## src/hw/rtl/jvsi_pkg.sv

```systemverilog
package jvsi_pkg;

    localparam int FRAC_BITS_DEF        = 16;
    localparam int ANGLE_ITERATIONS_DEF = 16;
    localparam int CFG_IDX_W            = 3;
    localparam int CFG_DATA_W           = 31;

    localparam logic signed [35:0] PI_Q16       = 36'sd205887;
    localparam logic signed [35:0] HALF_PI_Q16  = 36'sd102944;
    localparam logic signed [35:0] TWO_PI_Q16   = 36'sd411775;
    localparam logic signed [35:0] YAW_NEAR_Q16 = 36'sd32768;
    localparam logic signed [35:0] YAW_FAR_Q16  = 36'sd380109;
    localparam logic signed [31:0] GAIN_Q24     = 32'sd10188014;

    typedef enum logic [1:0] {
        KIND_JOY  = 2'd0,
        KIND_ODOM = 2'd1,
        KIND_TICK = 2'd2,
        KIND_NONE = 2'd3
    } kind_t;

    typedef enum logic [2:0] {
        REG_DEAD_ZONE  = 3'd0,
        REG_PLANAR_MAX = 3'd1,
        REG_VERT_MAX   = 3'd2,
        REG_YAW_MAX    = 3'd3,
        REG_ERR_X      = 3'd4,
        REG_ERR_Y      = 3'd5,
        REG_ERR_Z      = 3'd6,
        REG_UNUSED     = 3'd7
    } cfg_idx_t;

    typedef enum logic [3:0] {
        ST_IDLE,
        ST_ODOM_PROD,
        ST_ODOM_SUM,
        ST_ODOM_CORDIC,
        ST_ODOM_DONE,
        ST_TICK_PROD,
        ST_TICK_STEP,
        ST_TICK_CORDIC,
        ST_TICK_MUL,
        ST_TICK_RND,
        ST_TICK_UPD,
        ST_OUT
    } state_t;

    typedef enum logic [1:0] {
        CMODE_IDLE,
        CMODE_VECTOR,
        CMODE_ROTATE
    } cmode_t;

    typedef struct packed {
        logic [1:0]         kind;
        logic signed [15:0] axis_forward;
        logic signed [15:0] axis_vertical;
        logic signed [15:0] trigger_right;
        logic signed [15:0] trigger_left;
        logic signed [31:0] pos_x;
        logic signed [31:0] pos_y;
        logic signed [31:0] pos_z;
        logic signed [15:0] quat_x;
        logic signed [15:0] quat_y;
        logic signed [15:0] quat_z;
        logic signed [15:0] quat_w;
    } in_item_t;

    typedef struct packed {
        logic signed [31:0] set_x;
        logic signed [31:0] set_y;
        logic signed [31:0] set_z;
        logic [18:0]        set_yaw;
    } out_item_t;

    // control from sequencer to cordic unit
    typedef struct packed {
        logic   start;
        cmode_t mode;
    } cordic_ctl_t;

    // arctangent table, Q24
    function automatic logic signed [35:0] arctan_q24(input logic [4:0] i);
        logic signed [35:0] r;
        case (i)
            5'd0:  r = 36'sd13176795;
            5'd1:  r = 36'sd7778716;
            5'd2:  r = 36'sd4110060;
            5'd3:  r = 36'sd2086331;
            5'd4:  r = 36'sd1047214;
            5'd5:  r = 36'sd524117;
            5'd6:  r = 36'sd262123;
            5'd7:  r = 36'sd131069;
            5'd8:  r = 36'sd65536;
            5'd9:  r = 36'sd32768;
            5'd10: r = 36'sd16384;
            5'd11: r = 36'sd8192;
            5'd12: r = 36'sd4096;
            5'd13: r = 36'sd2048;
            5'd14: r = 36'sd1024;
            5'd15: r = 36'sd512;
            5'd16: r = 36'sd256;
            5'd17: r = 36'sd128;
            5'd18: r = 36'sd64;
            5'd19: r = 36'sd32;
            5'd20: r = 36'sd16;
            5'd21: r = 36'sd8;
            5'd22: r = 36'sd4;
            5'd23: r = 36'sd2;
            default: r = 36'sd0;
        endcase
        return r;
    endfunction

endpackage

```

## src/hw/rtl/jvsi_cordic.sv

```systemverilog
module jvsi_cordic #(
    parameter int ITERS = jvsi_pkg::ANGLE_ITERATIONS_DEF
) (
    input  logic                     clk,
    input  logic                     rst_n,
    input  jvsi_pkg::cordic_ctl_t    ctl,
    input  logic signed [35:0]       x_init,
    input  logic signed [35:0]       y_init,
    input  logic signed [35:0]       z_init,
    output logic                     done,
    output logic signed [35:0]       x_out,
    output logic signed [35:0]       y_out,
    output logic signed [35:0]       z_out
);
    import jvsi_pkg::*;

    localparam int NIT = (ITERS > 24) ? 24 : ITERS;

    logic signed [35:0] x_reg, y_reg, z_reg;
    logic signed [35:0] x_next, y_next, z_next;
    logic [4:0]         i_reg, i_next;
    cmode_t             mode_reg, mode_next;
    logic               done_reg, done_next;
    logic signed [35:0] xs, ys, at;
    logic               plus, minus;

    // one micro-rotation per cycle
    always_comb
    begin
        xs        = x_reg >>> i_reg;
        ys        = y_reg >>> i_reg;
        at        = arctan_q24(i_reg);
        x_next    = x_reg;
        y_next    = y_reg;
        z_next    = z_reg;
        i_next    = i_reg;
        mode_next = mode_reg;
        done_next = 1'b0;
        plus      = 1'b0;
        minus     = 1'b0;
        if (ctl.start)
        begin
            x_next    = x_init;
            y_next    = y_init;
            z_next    = z_init;
            i_next    = '0;
            mode_next = ctl.mode;
        end
        else if (mode_reg != CMODE_IDLE)
        begin
            if (mode_reg == CMODE_VECTOR)
            begin
                plus  = (y_reg > 0);
                minus = (y_reg < 0);
            end
            else
            begin
                minus = (z_reg >= 0);
                plus  = !(z_reg >= 0);
            end
            if (mode_reg == CMODE_VECTOR)
            begin
                if (plus)
                begin
                    x_next = x_reg + ys; y_next = y_reg - xs; z_next = z_reg + at;
                end
                else if (minus)
                begin
                    x_next = x_reg - ys; y_next = y_reg + xs; z_next = z_reg - at;
                end
            end
            else if (minus)
            begin
                x_next = x_reg - ys; y_next = y_reg + xs; z_next = z_reg - at;
            end
            else
            begin
                x_next = x_reg + ys; y_next = y_reg - xs; z_next = z_reg + at;
            end
            i_next = i_reg + 5'd1;
            if (i_reg == 5'(NIT - 1))
            begin
                mode_next = CMODE_IDLE;
                done_next = 1'b1;
            end
        end
    end

    always_ff @(posedge clk or negedge rst_n)
    begin
        if (!rst_n)
        begin
            mode_reg <= CMODE_IDLE;
            done_reg <= 1'b0;
            i_reg    <= '0;
        end
        else
        begin
            mode_reg <= mode_next;
            done_reg <= done_next;
            i_reg    <= i_next;
        end
    end

    always_ff @(posedge clk)
    begin
        x_reg <= x_next;
        y_reg <= y_next;
        z_reg <= z_next;
    end

    assign done  = done_reg;
    assign x_out = x_reg;
    assign y_out = y_reg;
    assign z_out = z_reg;

endmodule

```

## config.mk

```make
export PLATFORM = sky130hd
export DESIGN_NAME = jvsi_cordic
export DESIGN_NICKNAME = d
export VERILOG_FILES = /design/src/hw/rtl/jvsi_pkg.sv /design/src/hw/rtl/jvsi_cordic.sv
export SDC_FILE = /design/constraint.sdc
export NUM_CORES = 1
export LEC_CHECK = 0
export CAP_MARGIN = 40
export CORE_MARGIN = 5
export CORE_UTILIZATION = 60
export CTS_BUF_LIST = sky130_fd_sc_hd__clkbuf_4 sky130_fd_sc_hd__clkbuf_8
export DETAILED_ROUTE_END_ITERATION = 6
export DONT_BUFFER_PORTS = 1
export PLACE_DENSITY = 0.84
export SLEW_MARGIN = 15
export SYNTH_ARGS = -nofsm -noshare
export SYNTH_HDL_FRONTEND = slang
export SYNTH_SLANG_ARGS = --single-unit
```

## constraint.sdc

```tcl
create_clock -name clk -period 11.75 [get_ports clk]
set_input_delay 1.7625 -clock clk [delete_from_list [all_inputs] [get_ports clk]]
set_output_delay 1.7625 -clock clk [all_outputs]
set_load 0.1 [all_outputs]
```

---- Word-level counts from Yosys, hierarchy flattened ----
Memory sizes are Yosys's and may differ from the RTL's.
Cells that the tools add are included.
cells by class
  $add $sub $neg .......................... 7
  $lt $le $gt $ge ......................... 3
  equal/unequal tests ..................... 3
  shifts and indexed selects .............. 2
  multiplexer cells ....................... 32
  reductions and logical operators ........ 6
operator list
  kind                                                          count
  2-to-1 mux 36 bit                                             18
  adder 36 bit                                                  3
  subtractor 36 bit                                             3
  >>> shifter 36 x 5 -> 36 bit                                  2
  >= comparator 36 x 1 -> 1 bit (second input constant)         1
  > comparator 36 x 1 -> 1 bit (second input constant)          1
  less-than comparator 36 x 1 -> 1 bit (second input constant)  1
  2-to-1 mux 5 bit                                              2
  2-to-1 mux 1 bit                                              9
  2-to-1 mux 2 bit                                              3
  nonzero test 2 bit                                            3
  adder 5 x 1 -> 5 bit (second input constant)                  1
  == test 5 x 4 -> 1 bit (second input constant)                1
  != test 4 bit (second input constant)                         1
  AND reduction 2 bit                                           2
  == test 2 x 1 -> 1 bit (second input constant)                1
  logical NOT 1 bit                                             1
word-level totals
  register bits ........................... 116
  bits in read-only memories .............. 768
  bits of input ports ..................... 113
  output and inout port bits .............. 109
  word-level logic and storage cells ...... 60
  memories ................................ 1
memory list
  memory           words  width  rd ports  clocked after memory_dff  wr ports  RTL line        source
  (no name shown)  32     24     1         0                         0         jvsi_pkg.sv:85  case (i)

---- Longest topological paths before layout ----
  depth in word-level cells ............... 9
  gate-level depth with buffers ........... 24
  gate-level depth less buffers ........... 20

---- Worst setup path before layout ----
Ideal clock, no wire load.
  path kind ............................... reg2reg
  start ................................... reg y_reg[28], in the netlist y_out[28]
  end ..................................... reg x_reg[0], in the netlist x_out[0], enable pin
  setup time .............................. 724 ps
  arrival time ............................ 9,000 ps
  required time ........................... 11,026 ps
  slack ................................... 2,026 ps
  cell stages (with the launch flop) ...... 5
  buffers on the path ..................... 0
  clock period less this slack ............ 9,724 ps
  path through ............................ edfxtp_1 nor4_1 nand4_1 nor4_1 o21ai_0
on the way
  word-level cells in the longest chain between the ends .. 6
ends and longest elaborated chain
  item                                                                                  RTL line                              source
  start, declared                                                                       jvsi_cordic.sv:19                     logic signed [35:0] x_reg, y_reg, z_reg;
  start signal, assigned                                                                jvsi_cordic.sv:108                    y_reg <= y_next;
  > comparator 36 x 1 -> 1 bit or less-than comparator 36 x 1 -> 1 bit (tied branches)  jvsi_cordic.sv:53, jvsi_cordic.sv:54
  2-to-1 mux 1 bit                                                                      jvsi_cordic.sv:51                     if (mode_reg == CMODE_VECTOR)
  2-to-1 mux 1 bit                                                                      jvsi_cordic.sv:49                     else if (mode_reg != CMODE_IDLE)
  2-to-1 mux 1 bit                                                                      jvsi_cordic.sv:41                     if (ctl.start)
  != test 4 bit (no source line) *                                                      n/a
  AND reduction 2 bit (no source line) *                                                n/a
  end signal, assigned                                                                  jvsi_cordic.sv:107                    x_reg <= x_next;
  end, declared                                                                         jvsi_cordic.sv:19
Every way passes the cells marked *; elsewhere a longest branch is shown, timed or not. The select of a mux whose other input is x is not followed.
A chain may end at the register's enable or synchronous reset.

---- Final worst setup path ----
  start ................................... reg i_reg[1]
  end ..................................... reg z_reg[29], in the netlist z_out[29] (data pin)
on the way
  word-level cells in the longest chain between the ends .. 7
ends and longest elaborated chain
  item                         RTL line                              source
  start, declared              jvsi_cordic.sv:21                     logic [4:0] i_reg, i_next;
  start signal, assigned       jvsi_cordic.sv:101                    i_reg <= i_next;
  memory read (32 x 24 bit) *  n/a
  subtractor 36 bit            jvsi_cordic.sv:69, jvsi_cordic.sv:74
  2-to-1 mux 36 bit            jvsi_cordic.sv:67                     else if (minus)
  2-to-1 mux 36 bit            jvsi_cordic.sv:63                     if (plus)
  2-to-1 mux 36 bit *          jvsi_cordic.sv:61                     if (mode_reg == CMODE_VECTOR)
  2-to-1 mux 36 bit *          jvsi_cordic.sv:49
  2-to-1 mux 36 bit *          jvsi_cordic.sv:41
  via z_next[29]               jvsi_cordic.sv:20                     logic signed [35:0] x_next, y_next, z_next;
  end signal, assigned         jvsi_cordic.sv:109                    z_reg <= z_next;
  end, declared                jvsi_cordic.sv:19
The timed path passes the listed nets; every way through them passes the cells marked *. The select of a mux whose other input is x is not followed.

==> qor.csv <==
metric,value,unit
status,finished with violations,
violated checks,DRC,
Slew Limit Headroom,0.402,
Crit Path Max Fanout,46,
synthesis-to-finish area growth,11.6,%
peak per-stage delay on the critical path,0.77,ns
initial antenna violation count,1,
Fmax,155,MHz
Clock transition at path regs,0.08,ns
critical path buffer and inverter count,3,
via/cell ratio,6.73,
H-tree levels,4,
final net count,3060,
multi-input logic area,0.0153,mm^2
Post-synth ARST share,0.0690,
Synth top area share,0.161,
kind of cell adding the most delay to the critical path,compound AO/OA/AOI/OAI gates,
register area share after synthesis,0.171,
crit path DAT,6.73,ns
Final GP Congestion,0.985,
CTS tree,done,
Yosys reg bits,116,
Critical Path RT,12.01,ns
final wirelength,73000,um
Core Area,0.0334,mm^2
Via Count,21500,
largest net degree at the start of global routing,184,
worst-margin pin slew,0.896,ns
HPWL Detailed,55800,um
"Slew Viols, Final",0,
hold buffer count at CTS,0,
Tmin final,6.47,ns
DRT iter0 DRCs,2730,
Netlist cell types,98,
Max-Cap Viols,0,
slowest CP cell,dfrtp_2,
Hold Path Class,flop to flop,
leading area contributor after synthesis,edfxtp_1,
fin crit share,0.551,
"Setup Fix Bufs, Post-CTS",0,
Post-Syn Area,0.0202,mm^2
layout cells sized above 1,0.111,
filler instances,2844,
first-pass GRT wire length,114000,um
Critical Path Start Type,flop,
worst setup path class,flop to flop,
Post-Syn Nets,3060,
Reg area,0.00345,mm^2
RSZ-0062 raised after global routing,no,
Post-synth top cells,"nand2_1 (371), nor2_1 (259), o21ai_0 (233)",
Port-buffer cells,0,
WL/cell,22.9,um
synth top area cells,"edfxtp_1 (16%), ha_1 (13%), nand2_1 (6.9%), o21ai_0 (5.8%), a21oi_1 (5.6%)",
Setup crit end kind,flop,
final setup violation count,0,
# resized after CTS,0,
CTS sink count,116,
ANT cells,0,
Fin Setup TNS,0,ns
DIE HEIGHT,193,um
Die W,193,um
Final ANT Viol Nets,0,
clk_skew,0.0175,ns
later-pin clock latency in the skew report,0.51,ns
"EDFF count, synth",108,
vias in the first global route,19800,
Syn Area/Cell,7.39,um^2
Mapped Cells,2732,
Top Ports,222,
DIE AREA,0.0374,mm^2
critical-path cell list,buf_4 > inv_1 > buf_4 > ha_1 > or2_2 > a21oi_1 > a31oi_1 > nor2_1 > ha_1 > nor2_1 > o311ai_0 > a211oi_1 > o211ai_1 > a311o_1 > a21boi_0 > a21oi_1 > a32oi_1 > xor2_1 > o21ai_0,
initial core utilization,0.605,
GRT Overall Usage,0.371,
DRC violations left,22,
Final Hold Fails,0,
yosys warns,0,
Congestion Overflow GR,0,
cell with the most instances after synthesis,nand2_1,
Rows,67,
DR pass1 iterations,7,
Root Driver,clkbuf_8,
Max Root-Sink Buffers,2,
total CTS buffers,17,
top_reg_cell synth,edfxtp_1,
## worst register-to-register path, cell delays in order, from the launching register on
cell and delay, ns:
dfrtp_2 0.77, buf_4 0.58, inv_1 0.30, buf_4 0.31, ha_1 0.38, or2_2 0.33, a21oi_1 0.14, a31oi_1 0.07
nor2_1 0.34, ha_1 0.32, nor2_1 0.14, o311ai_0 0.21, a211oi_1 0.60, o211ai_1 0.22, a311o_1 0.42, a21boi_0 0.46
a21oi_1 0.14, a32oi_1 0.25, xor2_1 0.18, o21ai_0 0.09
## layer usage
metal,vias up,part of all wire,GRT usage
met5,-,0.00018,0
met3,177,0.10,0.0731
met1,10200,0.42,0.525
met4,2,0.025,0.0884
li1,9796,-,-
met2,1319,0.45,0.586
## cell usage in the layout (no fill, tap or decap), types with 38 or more instances in the layout
master	instances
a211oi_1	45
nor2b_1	41
mux4_2	38
inv_1	190
xnor2_1	74
nor2_1	259
buf_4	79
nor3_1	53
mux2i_1	74
a21o_1	49
o21a_1	50
o21ai_0	232
buf_16	40
edfxtp_1	108
nand2_1	371
a21oi_1	227
ha_1	209
## worst paths after layout
check                                          start                   end  slack, ns  depth (start not counted)
worst max-delay path            i_reg[1]$_DFFE_PN0P_   z_out[29]$_DFFE_PP_       5.28                         19
worst min-delay path            i_reg[3]$_DFFE_PN0P_  i_reg[3]$_DFFE_PN0P_       0.67                          3
worst max register to register  i_reg[1]$_DFFE_PN0P_   z_out[29]$_DFFE_PP_       5.28                         19
worst min register to register  i_reg[3]$_DFFE_PN0P_  i_reg[3]$_DFFE_PN0P_       0.67                          3
max in group asynchronous                      rst_n  i_reg[0]$_DFFE_PN0P_      10.72                          0
min in group asynchronous                      rst_n        done$_DFF_PN0_       0.94                          0
## layout make-up
cell class	count	share of cell area
Clock inverter	10	0.00572
Tap cell	448	0.0249
Clock buffer	22	0.0129
Multi-Input combinational cell	2244	0.679
Timing Repair Buffer	159	0.0918
Sequential cell	116	0.153
Inverter	194	0.0323
## cells by family (layout without fill, tap and decap cells)
logic type / count (synthesis) / after routing / synth area share
adder cells (fa/ha/maj): 215 / 215 / 0.136
multiplexers: 146 / 146 / 0.0981
flip-flops: 116 / 116 / 0.171
XOR/XNOR: 103 / 103 / 0.0447
AND/OR/NAND/NOR: 923 / 923 / 0.206
AO/OA/AOI/OAI: 857 / 857 / 0.272
buffers and inverters: 372 / 385 / 0.0722
## through the flow
step	cells	worst slack, ns	hold WS [ns]	cell area (um^2)	utilization
floorplan	2732	2.03	0.563	20200	-
global placement	3081	5.74	0.623	20600	0.618
detailed placement	3159	5.61	0.648	22100	0.662
CTS	3191	5.59	0.656	22500	0.674
global route	3193	5.05	0.704	22500	0.675
finish	3193	5.28	0.666	22500	0.675
Power is left out: the tool's default activity adds up to more than one toggle a clock period on the data nets, which glitch-free logic cannot reach.
